<file path="config.mk">
export PLATFORM = sky130hd
export DESIGN_NAME = manchester_dual_polarity_deframer_core_flat
export DESIGN_NICKNAME = d
export VERILOG_FILES = /design/src/rtl/mdd_pkg.sv /design/src/rtl/mdd_in_if.sv /design/src/rtl/mdd_out_if.sv /design/src/rtl/mdd_front.sv /design/src/rtl/mdd_queue.sv /design/src/rtl/mdd_back.sv /design/src/rtl/manchester_dual_polarity_deframer_core.sv /design/src/flat_wrapper.sv
export SDC_FILE = /design/constraint.sdc
export NUM_CORES = 1
export LEC_CHECK = 0
export BUFFER_PORTS_ARGS = -buffer_cell sky130_fd_sc_hd__buf_2
export CAP_MARGIN = 20
export CORE_ASPECT_RATIO = 1.4
export CORE_MARGIN = 4
export CORE_UTILIZATION = 55
export CTS_CLUSTER_SIZE = 30
export DETAILED_ROUTE_END_ITERATION = 8
export GPL_ROUTABILITY_DRIVEN = 0
export PLACE_DENSITY = 0.76
export RECOVER_POWER = 25
export SYNTH_ARGS = -nofsm -noshare
export SYNTH_HDL_FRONTEND = slang
export SYNTH_HIERARCHICAL = 1
export SYNTH_SLANG_ARGS = --single-unit
</file>
<file path="constraint.sdc">
create_clock -name clk -period 11.1 [get_ports clk]
set_clock_uncertainty 0.2 [all_clocks]
set_input_delay 2.22 -clock clk [delete_from_list [all_inputs] [get_ports clk]]
set_output_delay 2.22 -clock clk [all_outputs]
set_load 0.05 [all_outputs]
</file>
<file path="src/rtl/mdd_pkg.sv">
// Shared types, constants and decode functions for the Manchester deframer.
package mdd_pkg;

  // Default raw byte limit of one packet.
  localparam int MAX_RAW_BYTES_DEF = 512;

  // Queue between the front and back halves.
  localparam int QUEUE_DEPTH = 4;
  localparam int QCNT_W      = $clog2(QUEUE_DEPTH + 1);
  localparam int QPTR_W      = $clog2(QUEUE_DEPTH);

  // Field widths.
  localparam int LEN_W = 9;
  localparam int SYM_W = 12;

  // Saturation value of the bad symbol counter.
  localparam logic [SYM_W-1:0] BAD_MAX = '1;

  // Smallest valid L-field (L + 1 >= 12); every 8-bit L meets the upper bound.
  localparam logic [7:0] LFIELD_MIN = 8'd11;
  // L-fields below this value fit in the first two blocks.
  localparam logic [7:0] LFIELD_FIRST_BLOCK = 8'd26;
  // Fewer raw bytes than this make a packet too short.
  localparam int MIN_RAW_BYTES = 6;

  // Valid Manchester symbol pairs, named by their normal-polarity meaning.
  localparam logic [1:0] PAIR_ZERO = 2'b01;
  localparam logic [1:0] PAIR_ONE  = 2'b10;

  typedef enum logic {
    KIND_DATA   = 1'b0,
    KIND_STATUS = 1'b1
  } kind_t;

  typedef enum logic [1:0] {
    ST_OK     = 2'd0,
    ST_SHORT  = 2'd1,
    ST_LFIELD = 2'd2,
    ST_TRUNC  = 2'd3
  } status_t;

  typedef struct packed {
    logic [7:0] raw_byte;
    logic       end_of_packet;
  } in_item_t;

  typedef struct packed {
    kind_t              item_kind;
    logic [7:0]         byte_normal;
    logic [7:0]         byte_inverted;
    logic [7:0]         byte_position;
    logic               keep_normal;
    logic               keep_inverted;
    status_t            status;
    logic               chosen_polarity;
    logic [LEN_W-1:0]   frame_length;
    logic [SYM_W-1:0]   symbol_count;
    logic [SYM_W-1:0]   bad_symbol_count;
    logic               last;
  } out_item_t;

  // Up to two result items written into the queue in one cycle.
  typedef struct packed {
    logic [1:0] cnt;
    out_item_t  e0;
    out_item_t  e1;
  } push_t;

  // Queue fill status seen by the front half.
  typedef struct packed {
    logic              room2;
    logic [QCNT_W-1:0] count;
  } q_stat_t;

  // Oldest queue entry offered to the back half.
  typedef struct packed {
    logic      valid;
    out_item_t item;
  } q_head_t;

  // Decoded nibbles of one raw byte in both polarities.
  typedef struct packed {
    logic [3:0] nib_n;
    logic [3:0] nib_i;
    logic [2:0] nbad;
  } nib_t;

  function automatic nib_t decode_nibble(input logic [7:0] raw);
    nib_t       r;
    logic [1:0] pair;
    r = '0;
    for (int k = 0; k < 4; k++) begin
      pair    = raw[7-2*k -: 2];
      r.nib_n = {r.nib_n[2:0], pair == PAIR_ONE};
      r.nib_i = {r.nib_i[2:0], pair == PAIR_ZERO};
      if (pair != PAIR_ZERO && pair != PAIR_ONE) begin
        r.nbad = r.nbad + 3'd1;
      end
    end
    return r;
  endfunction

  // Format-A frame length including the CRC bytes: L + 1 + 2 * blocks.
  function automatic logic [LEN_W-1:0] frame_len(input logic [7:0] l);
    logic [7:0] over;
    over = l - LFIELD_FIRST_BLOCK;
    if (l < LFIELD_FIRST_BLOCK) begin
      return LEN_W'(l) + 9'd5;
    end
    return LEN_W'(l) + 9'd7 + {4'd0, over[7:4], 1'b0};
  endfunction

  function automatic logic lfield_valid(input logic [7:0] l);
    return l >= LFIELD_MIN;
  endfunction

endpackage

</file>
<file path="src/rtl/mdd_in_if.sv">
// Raw byte channel: valid/ready handshake with the raw byte payload.
interface mdd_in_if;
  logic              valid;
  logic              ready;
  mdd_pkg::in_item_t data;

  modport source (output valid, output data, input ready);
  modport sink (input valid, input data, output ready);
endinterface

</file>
<file path="src/rtl/mdd_out_if.sv">
// Result channel: valid/ready handshake with the decoded result payload.
interface mdd_out_if;
  logic               valid;
  logic               ready;
  mdd_pkg::out_item_t data;

  modport source (output valid, output data, input ready);
  modport sink (input valid, input data, output ready);
endinterface

</file>
<file path="src/rtl/mdd_front.sv">
// Front half: accepts raw bytes, decodes both polarities and builds result items.
module mdd_front #(
  parameter int MAX_RAW_BYTES = mdd_pkg::MAX_RAW_BYTES_DEF
) (
  input  logic             clk,
  input  logic             rst_n,
  mdd_in_if.sink           in_ch,
  input  mdd_pkg::q_stat_t q_stat,
  output mdd_pkg::push_t   push
);

  localparam int RAW_CNT_W = $clog2(MAX_RAW_BYTES + 1);
  localparam int DEC_W     = RAW_CNT_W - 1;
  localparam int CMP_W     = (DEC_W > mdd_pkg::LEN_W) ? DEC_W : mdd_pkg::LEN_W;

  logic [3:0]                 half_n_r, half_n_nxt;
  logic [3:0]                 half_i_r, half_i_nxt;
  logic                       odd_phase_r, odd_phase_nxt;
  logic [RAW_CNT_W-1:0]       raw_count_r, raw_count_nxt;
  logic [mdd_pkg::SYM_W-1:0]  bad_count_r, bad_count_nxt;
  logic [mdd_pkg::LEN_W-1:0]  len_n_r, len_n_nxt;
  logic [mdd_pkg::LEN_W-1:0]  len_i_r, len_i_nxt;
  logic [1:0]                 lf_ok_r, lf_ok_nxt;

  logic                       accept;
  logic                       take;
  logic                       pair_done;
  logic                       lfield_byte;
  mdd_pkg::nib_t              nib;
  logic [7:0]                 dn, di;
  logic [DEC_W-1:0]           pos_full;
  logic [mdd_pkg::LEN_W-1:0]  len_n_eff, len_i_eff;
  logic [1:0]                 lf_ok_eff;
  logic [RAW_CNT_W-1:0]       raw_inc;
  logic [DEC_W-1:0]           dec_total;
  logic [mdd_pkg::SYM_W:0]    bad_sum;
  logic [mdd_pkg::SYM_W-1:0]  bad_inc;
  mdd_pkg::status_t           st_n, st_i;
  logic                       pol;
  mdd_pkg::out_item_t         pair_item, stat_item;

  // A new raw byte is taken only when the queue can hold two results.
  assign in_ch.ready = q_stat.room2;
  assign accept      = in_ch.valid && in_ch.ready;
  assign take        = accept && (raw_count_r < RAW_CNT_W'(MAX_RAW_BYTES));

  // Symbol decoding of the incoming byte.
  assign nib         = mdd_pkg::decode_nibble(in_ch.data.raw_byte);
  assign pair_done   = take && odd_phase_r;
  assign pos_full    = raw_count_r[RAW_CNT_W-1:1];
  assign lfield_byte = pair_done && (pos_full == '0);
  assign dn          = {half_n_r, nib.nib_n};
  assign di          = {half_i_r, nib.nib_i};

  // The first decoded byte is the L-field; it sets the lengths at once.
  assign len_n_eff = lfield_byte ? mdd_pkg::frame_len(dn) : len_n_r;
  assign len_i_eff = lfield_byte ? mdd_pkg::frame_len(di) : len_i_r;
  assign lf_ok_eff = lfield_byte ? {mdd_pkg::lfield_valid(di), mdd_pkg::lfield_valid(dn)}
                                 : lf_ok_r;

  // Counters including the current byte.
  assign raw_inc   = take ? raw_count_r + RAW_CNT_W'(1) : raw_count_r;
  assign dec_total = raw_inc[RAW_CNT_W-1:1];
  assign bad_sum   = {1'b0, bad_count_r} + (take ? (mdd_pkg::SYM_W + 1)'(nib.nbad) : '0);
  assign bad_inc   = (bad_sum > {1'b0, mdd_pkg::BAD_MAX}) ? mdd_pkg::BAD_MAX
                                                          : bad_sum[mdd_pkg::SYM_W-1:0];

  // Decoded byte pair item.
  always_comb begin
    pair_item               = '0;
    pair_item.item_kind     = mdd_pkg::KIND_DATA;
    pair_item.byte_normal   = dn;
    pair_item.byte_inverted = di;
    pair_item.byte_position = 8'(pos_full);
    pair_item.keep_normal   = CMP_W'(pos_full) < CMP_W'(len_n_eff);
    pair_item.keep_inverted = CMP_W'(pos_full) < CMP_W'(len_i_eff);
  end

  // Per-polarity verdicts and the polarity that gets reported.
  always_comb begin
    if (!lf_ok_eff[0]) begin
      st_n = mdd_pkg::ST_LFIELD;
    end else if (CMP_W'(dec_total) < CMP_W'(len_n_eff)) begin
      st_n = mdd_pkg::ST_TRUNC;
    end else begin
      st_n = mdd_pkg::ST_OK;
    end
    if (!lf_ok_eff[1]) begin
      st_i = mdd_pkg::ST_LFIELD;
    end else if (CMP_W'(dec_total) < CMP_W'(len_i_eff)) begin
      st_i = mdd_pkg::ST_TRUNC;
    end else begin
      st_i = mdd_pkg::ST_OK;
    end
    if (st_n == mdd_pkg::ST_OK) begin
      pol = 1'b0;
    end else if (st_i == mdd_pkg::ST_OK) begin
      pol = 1'b1;
    end else if (st_n == mdd_pkg::ST_LFIELD && st_i == mdd_pkg::ST_TRUNC) begin
      pol = 1'b1;
    end else begin
      pol = 1'b0;
    end
  end

  // Final status item.
  always_comb begin
    stat_item           = '0;
    stat_item.item_kind = mdd_pkg::KIND_STATUS;
    stat_item.last      = 1'b1;
    if (raw_inc < RAW_CNT_W'(mdd_pkg::MIN_RAW_BYTES)) begin
      stat_item.status = mdd_pkg::ST_SHORT;
    end else begin
      stat_item.status           = pol ? st_i : st_n;
      stat_item.chosen_polarity  = pol;
      stat_item.frame_length     = pol ? len_i_eff : len_n_eff;
      stat_item.symbol_count     = mdd_pkg::SYM_W'({raw_inc, 2'b00});
      stat_item.bad_symbol_count = bad_inc;
    end
  end

  // Results handed to the queue, oldest first.
  always_comb begin
    push     = '0;
    push.cnt = {1'b0, pair_done} + {1'b0, accept && in_ch.data.end_of_packet};
    push.e0  = pair_done ? pair_item : stat_item;
    push.e1  = stat_item;
  end

  // Packet state update; the end of a packet clears everything.
  always_comb begin
    half_n_nxt    = half_n_r;
    half_i_nxt    = half_i_r;
    odd_phase_nxt = odd_phase_r;
    raw_count_nxt = raw_count_r;
    bad_count_nxt = bad_count_r;
    len_n_nxt     = len_n_r;
    len_i_nxt     = len_i_r;
    lf_ok_nxt     = lf_ok_r;
    if (accept && in_ch.data.end_of_packet) begin
      half_n_nxt    = '0;
      half_i_nxt    = '0;
      odd_phase_nxt = 1'b0;
      raw_count_nxt = '0;
      bad_count_nxt = '0;
      len_n_nxt     = '0;
      len_i_nxt     = '0;
      lf_ok_nxt     = '0;
    end else if (take) begin
      if (!odd_phase_r) begin
        half_n_nxt = nib.nib_n;
        half_i_nxt = nib.nib_i;
      end
      odd_phase_nxt = !odd_phase_r;
      raw_count_nxt = raw_inc;
      bad_count_nxt = bad_inc;
      len_n_nxt     = len_n_eff;
      len_i_nxt     = len_i_eff;
      lf_ok_nxt     = lf_ok_eff;
    end
  end

  always_ff @(posedge clk) begin
    if (!rst_n) begin
      half_n_r    <= '0;
      half_i_r    <= '0;
      odd_phase_r <= 1'b0;
      raw_count_r <= '0;
      bad_count_r <= '0;
      len_n_r     <= '0;
      len_i_r     <= '0;
      lf_ok_r     <= '0;
    end else begin
      half_n_r    <= half_n_nxt;
      half_i_r    <= half_i_nxt;
      odd_phase_r <= odd_phase_nxt;
      raw_count_r <= raw_count_nxt;
      bad_count_r <= bad_count_nxt;
      len_n_r     <= len_n_nxt;
      len_i_r     <= len_i_nxt;
      lf_ok_r     <= lf_ok_nxt;
    end
  end

endmodule

</file>
<file path="src/rtl/mdd_queue.sv">
// Short result queue between the front and back halves, two writes and one read a cycle.
module mdd_queue (
  input  logic             clk,
  input  logic             rst_n,
  input  mdd_pkg::push_t   push,
  input  logic             pop,
  output mdd_pkg::q_stat_t stat,
  output mdd_pkg::q_head_t head
);

  mdd_pkg::out_item_t              mem_r [mdd_pkg::QUEUE_DEPTH];
  logic [mdd_pkg::QPTR_W-1:0]      wp_r, wp_nxt;
  logic [mdd_pkg::QPTR_W-1:0]      rp_r, rp_nxt;
  logic [mdd_pkg::QCNT_W-1:0]      count_r, count_nxt;
  logic [mdd_pkg::QPTR_W-1:0]      wp_next1;

  assign wp_next1 = wp_r + mdd_pkg::QPTR_W'(1);

  // Pointer and fill count update.
  always_comb begin
    wp_nxt    = wp_r + mdd_pkg::QPTR_W'(push.cnt);
    rp_nxt    = pop ? rp_r + mdd_pkg::QPTR_W'(1) : rp_r;
    count_nxt = count_r + mdd_pkg::QCNT_W'(push.cnt) - mdd_pkg::QCNT_W'(pop);
  end

  always_ff @(posedge clk) begin
    if (!rst_n) begin
      wp_r    <= '0;
      rp_r    <= '0;
      count_r <= '0;
    end else begin
      wp_r    <= wp_nxt;
      rp_r    <= rp_nxt;
      count_r <= count_nxt;
    end
  end

  // Entry storage.
  always_ff @(posedge clk) begin
    if (push.cnt != 2'd0) begin
      mem_r[wp_r] <= push.e0;
    end
    if (push.cnt == 2'd2) begin
      mem_r[wp_next1] <= push.e1;
    end
  end

  assign stat.room2 = count_r <= mdd_pkg::QCNT_W'(mdd_pkg::QUEUE_DEPTH - 2);
  assign stat.count = count_r;
  assign head.valid = count_r != '0;
  assign head.item  = mem_r[rp_r];

endmodule

</file>
<file path="src/rtl/mdd_back.sv">
// Back half: output register that presents results on the result channel.
module mdd_back (
  input  logic             clk,
  input  logic             rst_n,
  input  mdd_pkg::q_head_t head,
  output logic             pop,
  mdd_out_if.source        out_ch
);

  logic               out_valid_r, out_valid_nxt;
  mdd_pkg::out_item_t out_data_r;

  // Load a new result whenever the register is empty or being drained.
  assign pop           = head.valid && (!out_valid_r || out_ch.ready);
  assign out_valid_nxt = pop || (out_valid_r && !out_ch.ready);

  always_ff @(posedge clk) begin
    if (!rst_n) begin
      out_valid_r <= 1'b0;
    end else begin
      out_valid_r <= out_valid_nxt;
    end
  end

  always_ff @(posedge clk) begin
    if (pop) begin
      out_data_r <= head.item;
    end
  end

  assign out_ch.valid = out_valid_r;
  assign out_ch.data  = out_data_r;

endmodule

</file>
<file path="src/rtl/manchester_dual_polarity_deframer_core.sv">
// Top level of the dual-polarity Manchester deframer.
//
// Raw radio bytes arrive MSB first, four Manchester symbol pairs each, and are
// decoded in both polarities at once. A raw byte is taken in every cycle while
// the result queue holds at most two entries; every second raw byte yields one
// decoded byte pair, and the byte that ends a packet also yields a status item,
// so the end of a packet can put two results into the queue in one cycle. The
// result channel drains one item per cycle while its ready is high, through a
// four-entry queue and an output register; a result is written into the queue
// when its raw byte is taken and is presented once it has moved on into the
// output register. The input stalls only when the queue is nearly full. Raw
// bytes beyond MAX_RAW_BYTES in a packet are dropped, though an end marker on
// one still closes the packet. There is no clearing pass after reset.
module manchester_dual_polarity_deframer_core #(
  parameter int MAX_RAW_BYTES = mdd_pkg::MAX_RAW_BYTES_DEF
) (
  input  logic      clk,
  input  logic      rst_n,
  mdd_in_if.sink    in_ch,
  mdd_out_if.source out_ch
);

  mdd_pkg::push_t   push;
  mdd_pkg::q_stat_t q_stat;
  mdd_pkg::q_head_t q_head;
  logic             pop;

  // Decode and packet bookkeeping.
  mdd_front #(
    .MAX_RAW_BYTES(MAX_RAW_BYTES)
  ) u_front (
    .clk    (clk),
    .rst_n  (rst_n),
    .in_ch  (in_ch),
    .q_stat (q_stat),
    .push   (push)
  );

  // Decoupling queue.
  mdd_queue u_queue (
    .clk   (clk),
    .rst_n (rst_n),
    .push  (push),
    .pop   (pop),
    .stat  (q_stat),
    .head  (q_head)
  );

  // Output register.
  mdd_back u_back (
    .clk    (clk),
    .rst_n  (rst_n),
    .head   (q_head),
    .pop    (pop),
    .out_ch (out_ch)
  );

  // The end of a packet always queues a status item as its final result.
  a_eop_status: assert property (@(posedge clk) disable iff (!rst_n)
    (in_ch.valid && in_ch.ready && in_ch.data.end_of_packet) |->
      (((push.cnt == 2'd1) && push.e0.last) || ((push.cnt == 2'd2) && push.e1.last)))
    else $error("end of packet did not queue a final status item");

  // The queue never holds more entries than it has.
  a_queue_bound: assert property (@(posedge clk) disable iff (!rst_n)
    q_stat.count <= mdd_pkg::QCNT_W'(mdd_pkg::QUEUE_DEPTH))
    else $error("result queue overflow");

  // A transfer marked last is a status item.
  a_last_is_status: assert property (@(posedge clk) disable iff (!rst_n)
    (out_ch.valid && out_ch.ready && out_ch.data.last) |->
      (out_ch.data.item_kind == mdd_pkg::KIND_STATUS))
    else $error("last flag on a data transfer");

endmodule
</file>
<file path="src/flat_wrapper.sv">
// flat-port wrapper written by rule: the top's interface ports become plain ports
module manchester_dual_polarity_deframer_core_flat 
#(
  parameter int MAX_RAW_BYTES = mdd_pkg::MAX_RAW_BYTES_DEF
)
  (clk, rst_n, in_ch_valid, in_ch_data, in_ch_ready, out_ch_valid, out_ch_data, out_ch_ready);
  mdd_in_if in_ch_i ();
  mdd_out_if out_ch_i ();
  input  logic clk;
  input  logic rst_n;
  input wire logic [$bits(in_ch_i.valid)-1:0] in_ch_valid;
  input wire logic [$bits(in_ch_i.data)-1:0] in_ch_data;
  output wire logic [$bits(in_ch_i.ready)-1:0] in_ch_ready;
  output wire logic [$bits(out_ch_i.valid)-1:0] out_ch_valid;
  output wire logic [$bits(out_ch_i.data)-1:0] out_ch_data;
  input wire logic [$bits(out_ch_i.ready)-1:0] out_ch_ready;
  assign in_ch_i.valid = in_ch_valid;
  assign in_ch_i.data = in_ch_data;
  assign in_ch_ready = in_ch_i.ready;
  assign out_ch_valid = out_ch_i.valid;
  assign out_ch_data = out_ch_i.data;
  assign out_ch_i.ready = out_ch_ready;
  manchester_dual_polarity_deframer_core #(.MAX_RAW_BYTES(MAX_RAW_BYTES)) u_core (.clk(clk), .rst_n(rst_n), .in_ch(in_ch_i), .out_ch(out_ch_i));
endmodule
</file>
==> out/metrics.cfg, run 1 <==
[outcome]
outcome=finished with violations
violations=max-capacitance violations, max-slew violations

[clocking]
clk_path_buf_depth=3
root_buffer=clkbuf_16
post_cts_buffers=0
numCtsBuffers=38
clk_pin_slew_ns=0.06
ctsResizeCount=0
ctsHoldBuffers=0
worstSkewPairLatency_ns=0.55
cts_sinks=381
htreeDepth=2
cts_tree=done

[timing]
fmax_ghz=0.1305
hold_viol=0
tightest_slew_ns=4.035
tns_ns=0
finalSetupViolations=0
fin_crit_sh=0.6901
rsz0062_at_grt=no
slew_headroom=-1.690
period_minus_slack_ns=7.661
slew_viol_final=136

[drt]
wirelength_um=43150
wl_per_cell_um=21.52
postRouteAntennaNets=0
met2_length_um=23100
route.top_layer_used=met5
drt-initial-drc-count=736
drc=0
vias=11840
wl_met1_um=17100
via_per_inst=5.907
dr.pass1.iters=5
wl_met3_um=1706

[global_routing]
grt_usage=0.2149
grt_pass1_vias=12460
grt_remaining_overflow=0
antenna_found_initial=1
grt_first_pass_wirelength_um=68030
grt_max_degree=69

[worst_setup_path]
cp-start-kind=input pin
cp_slowest_cell=fa_1
crit_path_end_kind=flip-flop
cp.arrival_ns=7.74
r2r_setup_slack_ns=4.73
crit_fanout=20
slowest_delay_ns=0.40
cp.required_ns=11.17
reg2regPathDepth=20
r2r_start=u_core/u_queue/count_r[0]
path_class=input pin to flip-flop
reg2reg_to=u_core/u_queue/mem_r[3][31]
critPathBufInv=5
crit_path_frequent_cell=ha_1
crit_family=adder cells

[power_and_ir_drop]
peakVddDrop_mv=0.4061
total_leakage_power_nw=7.933
total_power_mw=4.610
p_per_area_mw_per_mm2=209.8

[logic_synthesis]
syn-cell-area_sq_mm=0.02023
synthFlopType=edfxtp_1
synth_seq_cells=381
yosysWarnings=6
synth_async_sr_flop_share=0
synth_area_per_cell_sq_um=13.96
synthCells=1449
synth_cell_types=78
synth-edff-count=320
ys_seq_area_frac=0.5353

[worst_hold_path]
worstHoldEndpoint=u_core/u_front/bad_count_r[2]
holdPathStages=2
hold_path.class=flip-flop to flip-flop
min_from=u_core/u_front/bad_count_r[2]

[die]
core_sq_mm=0.03611
initial_core_util=0.5602
dieArea_sq_mm=0.03996
placementRows=82
ioPinCount=79
die_y_um=234.9
die_w_um=170.1

[final_layout]
drive_above_1_share=0.3085
diodes=0
final_nets=1594
area_growth_syn_to_layout_pct=8.602

[placement]
port_buffers=78
hpwlAfterDp_um=27140

[job]
maxCapViolations=3

flip-flops by register name, indices dropped and copies added, names as in the netlist, named ones only:
register and count:
u_core/u_front/odd_phase_r 1, u_core/u_front/half_i_r 4, u_core/u_front/raw_count_r 10, u_core/u_front/len_i_r 9, u_core/u_back/out_ch.valid 1, u_core/u_front/half_n_r 4, u_core/u_front/bad_count_r 12, u_core/u_front/len_n_r 9
u_core/u_queue/count_r 3, u_core/u_queue/rp_r 2, u_core/u_back/out_ch.data 64, u_core/u_queue/mem_r 256, u_core/u_queue/wp_r 2, u_core/u_front/lf_ok_r 2
layout by cell type, fill, tap and decap left out, types with 4 or more instances in the layout:
cell type	Yosys	final
a211oi_1	13	13
a21o_1	7	7
a21oi_1	55	55
and2_1	27	27
and3_1	11	11
buf_2	21	23
buf_4	37	21
clkbuf_1	28	63
clkbuf_16	0	39
clkbuf_8	0	8
clkinv_2	0	9
conb_1	2	32
dfxtp_1	61	60
edfxtp_1	320	320
fa_1	4	4
ha_1	64	64
inv_1	49	49
mux2_2	256	256
mux2_4	13	13
mux2i_1	15	15
mux4_2	64	64
nand2_1	44	44
nand2b_1	9	8
nand3_1	11	11
nand4_1	4	4
nor2_1	143	141
nor2b_1	12	12
nor3_1	13	13
o21a_1	6	6
o21ai_0	16	15
o21bai_1	6	5
o31ai_1	4	4
or3_1	4	4
xnor2_1	30	30
xor2_1	12	12
power by group:
part	internal (mW)	switching, mW	total (mW)	leakage, nW
registers	1.88	0.103	1.98	3.32
logic	0.410	0.952	1.36	3.99
clock network	0.726	0.538	1.26	0.620
total	3.02	1.59	4.61	7.93
cells by family (layout without fill, tap and decap cells):
kind of cell	after synthesis	after routing	share of synthesized area
multiplexers	348	348	0.2308
adder cells (fa/ha/maj)	71	71	0.04515
flip-flops	381	381	0.5353
AND/OR/NAND/NOR	309	309	0.07569
buffers and inverters	159	223	0.04842
AO/OA/AOI/OAI	135	135	0.04385
other	2	32	0.0003712
XOR/XNOR	44	44	0.02041
how the worst max path moves through the flow:
| stage | start | end | slack (ns) | cells after the start |
|---|---|---|---|---|
| floorplan | in_ch_valid | u_core/u_queue/mem_r[0][0] | 2.39 | 8 |
| global placement | in_ch_data[4] | u_core/u_queue/mem_r[0][27] | 3.06 | 29 |
| detailed placement | in_ch_data[4] | u_core/u_queue/mem_r[3][29] | 2.94 | 29 |
| CTS | in_ch_data[4] | u_core/u_queue/mem_r[3][31] | 3.48 | 29 |
| global route | in_ch_data[4] | u_core/u_queue/mem_r[3][31] | 2.92 | 29 |
| finish | in_ch_data[4] | u_core/u_queue/mem_r[3][31] | 3.44 | 29 |
worst min-delay path: stages (launching register included):
cell      delay (ns)
dfxtp_1         0.31
nor2_1          0.09
a211oi_1        0.04
Yosys cell counts (21+ instances only):
| cell | count | area, sq um |
|---|---|---|
| buf_4 | 37 | 277.8 |
| dfxtp_1 | 61 | 1221 |
| mux2_2 | 256 | 2883 |
| xnor2_1 | 30 | 262.8 |
| mux4_2 | 64 | 1441 |
| a21oi_1 | 55 | 275.3 |
| nand2_1 | 44 | 165.2 |
| edfxtp_1 | 320 | 9609 |
| ha_1 | 64 | 800.8 |
| and2_1 | 27 | 168.9 |
| inv_1 | 49 | 183.9 |
| buf_2 | 21 | 105.1 |
| clkbuf_1 | 28 | 105.1 |
| nor2_1 | 143 | 536.8 |
area by class of cell:
| type | instances | area [sq um] |
|---|---|---|
| repair buffers | 104 | 521.8 |
| inverters | 49 | 183.9 |
| fillers | 2834 | 14140 |
| well taps | 462 | 578.1 |
| multi-input cells | 939 | 8608 |
| clock buffers | 52 | 1105 |
| clock inverters | 18 | 143.9 |
| flip-flops and latches | 381 | 10830 |
per-stage QoR:
stage | instance area [sq um] | setup WS, ns | cells | hold WS [ns] | utilization
finish | 21970 | 3.439 | 2005 | 0.2977 | 0.6084
global route | 21970 | 2.924 | 2005 | 0.3232 | 0.6084
CTS | 22030 | 3.477 | 2003 | 0.3038 | 0.6101
detailed placement | 20780 | 2.935 | 1933 | 0.2951 | 0.5755
global placement | 20780 | 3.059 | 1933 | 0.2815 | 0.5755
floorplan | 20340 | 2.385 | 1479 | 0.2694 | -
routing by layer:
layer  up-vias  GRT usage
met5         -          0
met4         2    0.06610
met3        91    0.02993
met2       270     0.3922
met1      5970     0.2613
li1       5510          -
Note: power is estimated with default switching activity, not from simulation.
==> run 2, diff against run 1 <==
Settings changed: PLACE_DENSITY 0.76 to 0.79.
Clock period 11.1 ns to 6.9 ns, I/O delays scaled along.
==> run 2 against run 1 <==
  * The flow still finishes with violations (max-capacitance violations, max-slew violations)
  * Core utilization is 0.43 points higher
  * Clock-buffer cell count shrank 1
  * Global-route usage increased by 0.22 points
  * Worst hold slack worse by 0.010 ns
  * Sequential power up 62%
  * Sequential cell count is the same
  * Worst setup slack worse by 2.9 ns
  * Cell area up 0.70%
  * Die area stayed put
  * Total power up 61%
  * Register-to-register slack worse by 3.4 ns
  * Critical endpoint is now u_core/u_queue/mem_r[1][29]
  * Highest routed layer is now met4
==> out/metrics.cfg, run 2 (synthesis results as in run 1) <==
[worst_setup_path]
cp.arrival_ns=6.47
slowest_delay_ns=0.41
crit_path_frequent_cell=ha_1
cp.required_ns=6.98
path_class=input pin to flip-flop
cp-start-kind=input pin
crit_fanout=20
critPathBufInv=5
crit_family=compound AO/OA/AOI/OAI gates
crit_path_end_kind=flip-flop
cp_slowest_cell=fa_1

[drt]
via_per_inst=5.948
wirelength_um=43200
wl_per_cell_um=21.34
vias=12040
drc=0
postRouteAntennaNets=0
dr.pass1.iters=5
drt-initial-drc-count=724

[clocking]
worstSkewPairLatency_ns=0.54
clk_pin_slew_ns=0.07
cts_tree=done
cts_sinks=381
root_buffer=clkbuf_16
ctsResizeCount=0
ctsHoldBuffers=0
numCtsBuffers=38
clk_path_buf_depth=3
htreeDepth=2
post_cts_buffers=0

[placement]
hpwlAfterDp_um=27230
port_buffers=78
place_inst=1958

[timing]
rsz0062_at_grt=no
fin_crit_sh=0.9271
fmax_ghz=0.1563
slew_viol_final=102
tightest_slew_ns=3.994
tns_ns=0
period_minus_slack_ns=6.397
slew_headroom=-1.663
hold_viol=0
finalSetupViolations=0

[global_routing]
grt_remaining_overflow=0
grt_pass1_vias=12710
antenna_found_initial=0
grt_first_pass_wirelength_um=69140
grt_max_degree=69
grt_usage=0.2171

[final_layout]
multi_input_comb_area_sq_mm=0.008597
drive_above_1_share=0.3067
diodes=0
final_nets=1618
final_common_cell=edfxtp_1
regArea_sq_mm=0.01083
area_growth_syn_to_layout_pct=9.363
largest_register_ffs=256
layoutNonFillerInstCount=2024
largest-register=u_core/u_queue/mem_r
mostFrequentLayoutCells=edfxtp_1, mux2_2, nor2_1
fillCellCount=2765

[die]
placementRows=82
core_sq_mm=0.03611
die_w_um=170.1
dieArea_sq_mm=0.03996
die_y_um=234.9
initial_core_util=0.5602
ioPinCount=79

[outcome]
violations=max-capacitance violations, max-slew violations
outcome=finished with violations

[power_and_ir_drop]
p_comb_frac=0.293
switching_share=0.3460
p_clk_frac=0.275
total_leakage_power_nw=7.987
p_int_mw=4.859
power.switching_mw=2.571
peakVddDrop_mv=0.6642
p_seq_frac=0.432
total_power_mw=7.430
p_per_area_mw_per_mm2=335.8

[worst_hold_path]
hold_path.class=flip-flop to flip-flop

[job]
maxCapViolations=2

==> run 2: cell types whose count changed in the layout (fill, tap and decap cells not counted), moves of 2 or more <==
| cell | previous run | this run |
|---|---|---|
| clkinv_4 | 2 | 0 |
| buf_4 | 21 | 40 |
| clkinv_2 | 9 | 3 |
| clkbuf_8 | 8 | 3 |
| buf_12 | 1 | 4 |
| clkbuf_1 | 63 | 77 |
| clkbuf_2 | 0 | 3 |
| buf_2 | 23 | 12 |
==> run 2: worst register-to-register path: cells and delay by family (launching register included) <==
family          cells  cell delay [ns]
fa+ha+maj           3             0.94
compound gates      9             1.66
simple gates        6             0.76
flops               1             0.50
buf+inv             1             0.23
mux                 3             0.74
xor+xnor            2             0.29
==> run 2: path summary, 6_finish.rpt <==
path | start | endpoint | slack (ns) | cells past startpoint
worst min register to register | u_core/u_front/odd_phase_r | u_core/u_front/odd_phase_r | 0.29 | 2
worst max register to register | u_core/u_front/half_i_r[0] | u_core/u_queue/mem_r[1][29] | 1.36 | 24
worst min-delay path | u_core/u_front/odd_phase_r | u_core/u_front/odd_phase_r | 0.29 | 2
worst max-delay path | in_ch_data[4] | u_core/u_queue/mem_r[1][29] | 0.50 | 29
==> run 2: final cells by class <==
class	instances	area share
inverters	49	0.008313
repair buffers	128	0.03218
flip-flops and latches	381	0.4895
multi-input cells	939	0.3885
well taps	462	0.02613
clock buffers	51	0.04857
clock inverters	14	0.006729
==> run 2: power groups by stage <==
stage               sequential, mW  combinational [mW]  clock (mW)
floorplan                     3.90                1.05           0
global placement              3.22                2.23           0
detailed placement            3.24                2.25           0
CTS                           3.19                2.26        2.08
global route                  3.26                2.33        2.18
finish                        3.21                2.18        2.04
==> run 2: through the flow <==
step / cell area (sq um) / util / worst slack (ns) / hold WS [ns]
2_1_floorplan: 20340 / - / 0.4395 / 0.2694
3_3_place_gp: 21010 / 0.5817 / 0.08547 / 0.2819
3_5_place_dp: 21010 / 0.5817 / -0.01538 / 0.2914
4_1_cts: 22230 / 0.6156 / 0.5436 / 0.3013
5_1_grt: 22130 / 0.6127 / 0.1865 / 0.3248
6_report: 22130 / 0.6127 / 0.5028 / 0.2875
==> run 2: layer usage <==
metal  vias up  routed length [um]  share of wire  GRT usage
met2       309               23100           0.53     0.3900
met5         -                   0              0          0
met1      6082               16970           0.39     0.2692
met3        79                1875          0.043    0.02640
met4         0                1254          0.029    0.07361
li1       5569                   -              -          -
==> run 3, diff against run 2 <==
Settings changed: CORE_UTILIZATION 55 to 25, PLACE_DENSITY 0.79 to 0.44, REMOVE_ABC_BUFFERS set to 1.
==> run 3 against run 2 <==
  * The flow still finishes with violations (max-capacitance violations, max-slew violations)
  * Sequential share of layout area shrank 2.4 points
  * Highest routed layer is now met5
  * Critical path type unchanged
  * Non-clock buffer count rose by 10
  * Clock power up 15%
  * Worst setup slack better by 0.057 ns
  * Core utilization down 32 points
  * Global-route usage shrank 9.2 points
==> out/metrics.cfg, run 3 (synthesis results as in run 1) <==
[outcome]
outcome=finished with violations
violations=max-capacitance violations, max-slew violations

[clocking]
ctsHoldBuffers=0
post_cts_buffers=0
htreeDepth=2
worstSkewPairLatency_ns=0.58
root_buffer=clkbuf_16
cts_sinks=381
ctsResizeCount=0
clk_path_buf_depth=3
numCtsBuffers=43
clk_pin_slew_ns=0.06
cts_tree=done

[drt]
drt-initial-drc-count=635
postRouteAntennaNets=0
vias=11850
via_per_inst=4.476
wirelength_um=54300
dr.pass1.iters=4
drc=0
wl_per_cell_um=20.51

[worst_hold_path]
hold_path.class=flip-flop to flip-flop

[global_routing]
grt_remaining_overflow=0
grt_max_degree=65
grt_first_pass_wirelength_um=81680
grt_usage=0.1246
antenna_found_initial=1
grt_pass1_vias=12880

[power_and_ir_drop]
total_power_mw=7.913
total_leakage_power_nw=8.238
peakVddDrop_mv=0.2786
p_per_area_mw_per_mm2=340.4

[final_layout]
diodes=0
mostFrequentLayoutCells=edfxtp_1, mux2_2, nor2_1
fin_area_sq_mm=0.02325
final_nets=1633
regArea_sq_mm=0.01083
drive_above_1_share=0.3325
final_core_util=0.2894
largest_register_ffs=256
final_common_cell=edfxtp_1
largest-register=u_core/u_queue/mem_r
area_growth_syn_to_layout_pct=14.90
multi_input_comb_area_sq_mm=0.008608
fillCellCount=8197

[placement]
hpwlAfterDp_um=33750
place_area_sq_mm=0.02186
port_buffers=78

[worst_setup_path]
cp.required_ns=7.01
path_class=input pin to flip-flop
cp_slowest_cell=fa_1
crit_fanout=6
slowest_delay_ns=0.40
crit_path_frequent_cell=ha_1
cp.arrival_ns=6.45
cp-start-kind=input pin
crit_path_end_kind=flip-flop

[die]
initial_core_util=0.2518
core_sq_mm=0.08033
ioPinCount=79
die_w_um=248.4
placementRows=123
die_y_um=344.6
dieArea_sq_mm=0.08561

[timing]
period_minus_slack_ns=6.340
slew_viol_final=190
rsz0062_at_grt=no
slew_headroom=-0.9433
tightest_slew_ns=2.915
hold_slack_ns=0.2995
fmax_ghz=0.1577
hold_viol=0
fin_crit_sh=0.9188
finalSetupViolations=0
tns_ns=0

[job]
maxCapViolations=5

## run 3: cell types whose count changed in the layout (fill, tap and decap cells not counted), sizes merged
cell      before  now
buf           56   94
bufinv         2    1
clkbuf       123  110
clkinv         8   11
clkinvlp       2    0
inv           51   49
## run 3: critical path: cells and delay by family
kind	cells	cell delay, ns
AOI/OAI and AO/OA	9	1.56
adders and majority gates	5	1.32
muxes	3	0.72
and+or+nand+nor	5	0.71
buffers and inverters	5	0.51
xor gates and xnor gates	2	0.24
## run 3: final cells by class
type,instances,area share
sequential,381,0.4660
multi-input combinational,939,0.3703
clock buffer,66,0.05802
tap,1062,0.05716
timing repair buffer,138,0.03692
inverter,49,0.007912
clock inverter,12,0.003660
## run 3: path summary, 6_finish.rpt
| path | end | slack, ns | cells past startpoint | from |
|---|---|---|---|---|
| worst min-delay path | u_core/u_front/odd_phase_r | 0.30 | 2 | u_core/u_front/odd_phase_r |
| worst min register to register | u_core/u_front/odd_phase_r | 0.30 | 2 | u_core/u_front/odd_phase_r |
| worst max register to register | u_core/u_queue/mem_r[3][29] | 1.24 | 24 | u_core/u_front/half_i_r[0] |
| worst max-delay path | u_core/u_queue/mem_r[3][29] | 0.56 | 29 | in_ch_data[4] |
## run 3: through the flow
step / setup slack (ns) / instances
global placement: -0.03450 / 2568
floorplan: -3.694 / 1369
detailed placement: -0.05629 / 2568
global route: 0.1885 / 2647
CTS: 0.5570 / 2646
finish: 0.5600 / 2647
## run 3: metal layers
layer	wire length, um	up-vias	track usage
met2	29020	171	0.2387
met3	1427	67	0.01903
met4	1269	2	0.03472
met1	22570	6021	0.1441
met5	20	-	0
li1	-	5588	-
## run 3: where the power goes
part,switching (mW),internal [mW]
Sequential,0.194,3.02
Clock,0.954,1.38
Combinational,1.65,0.720
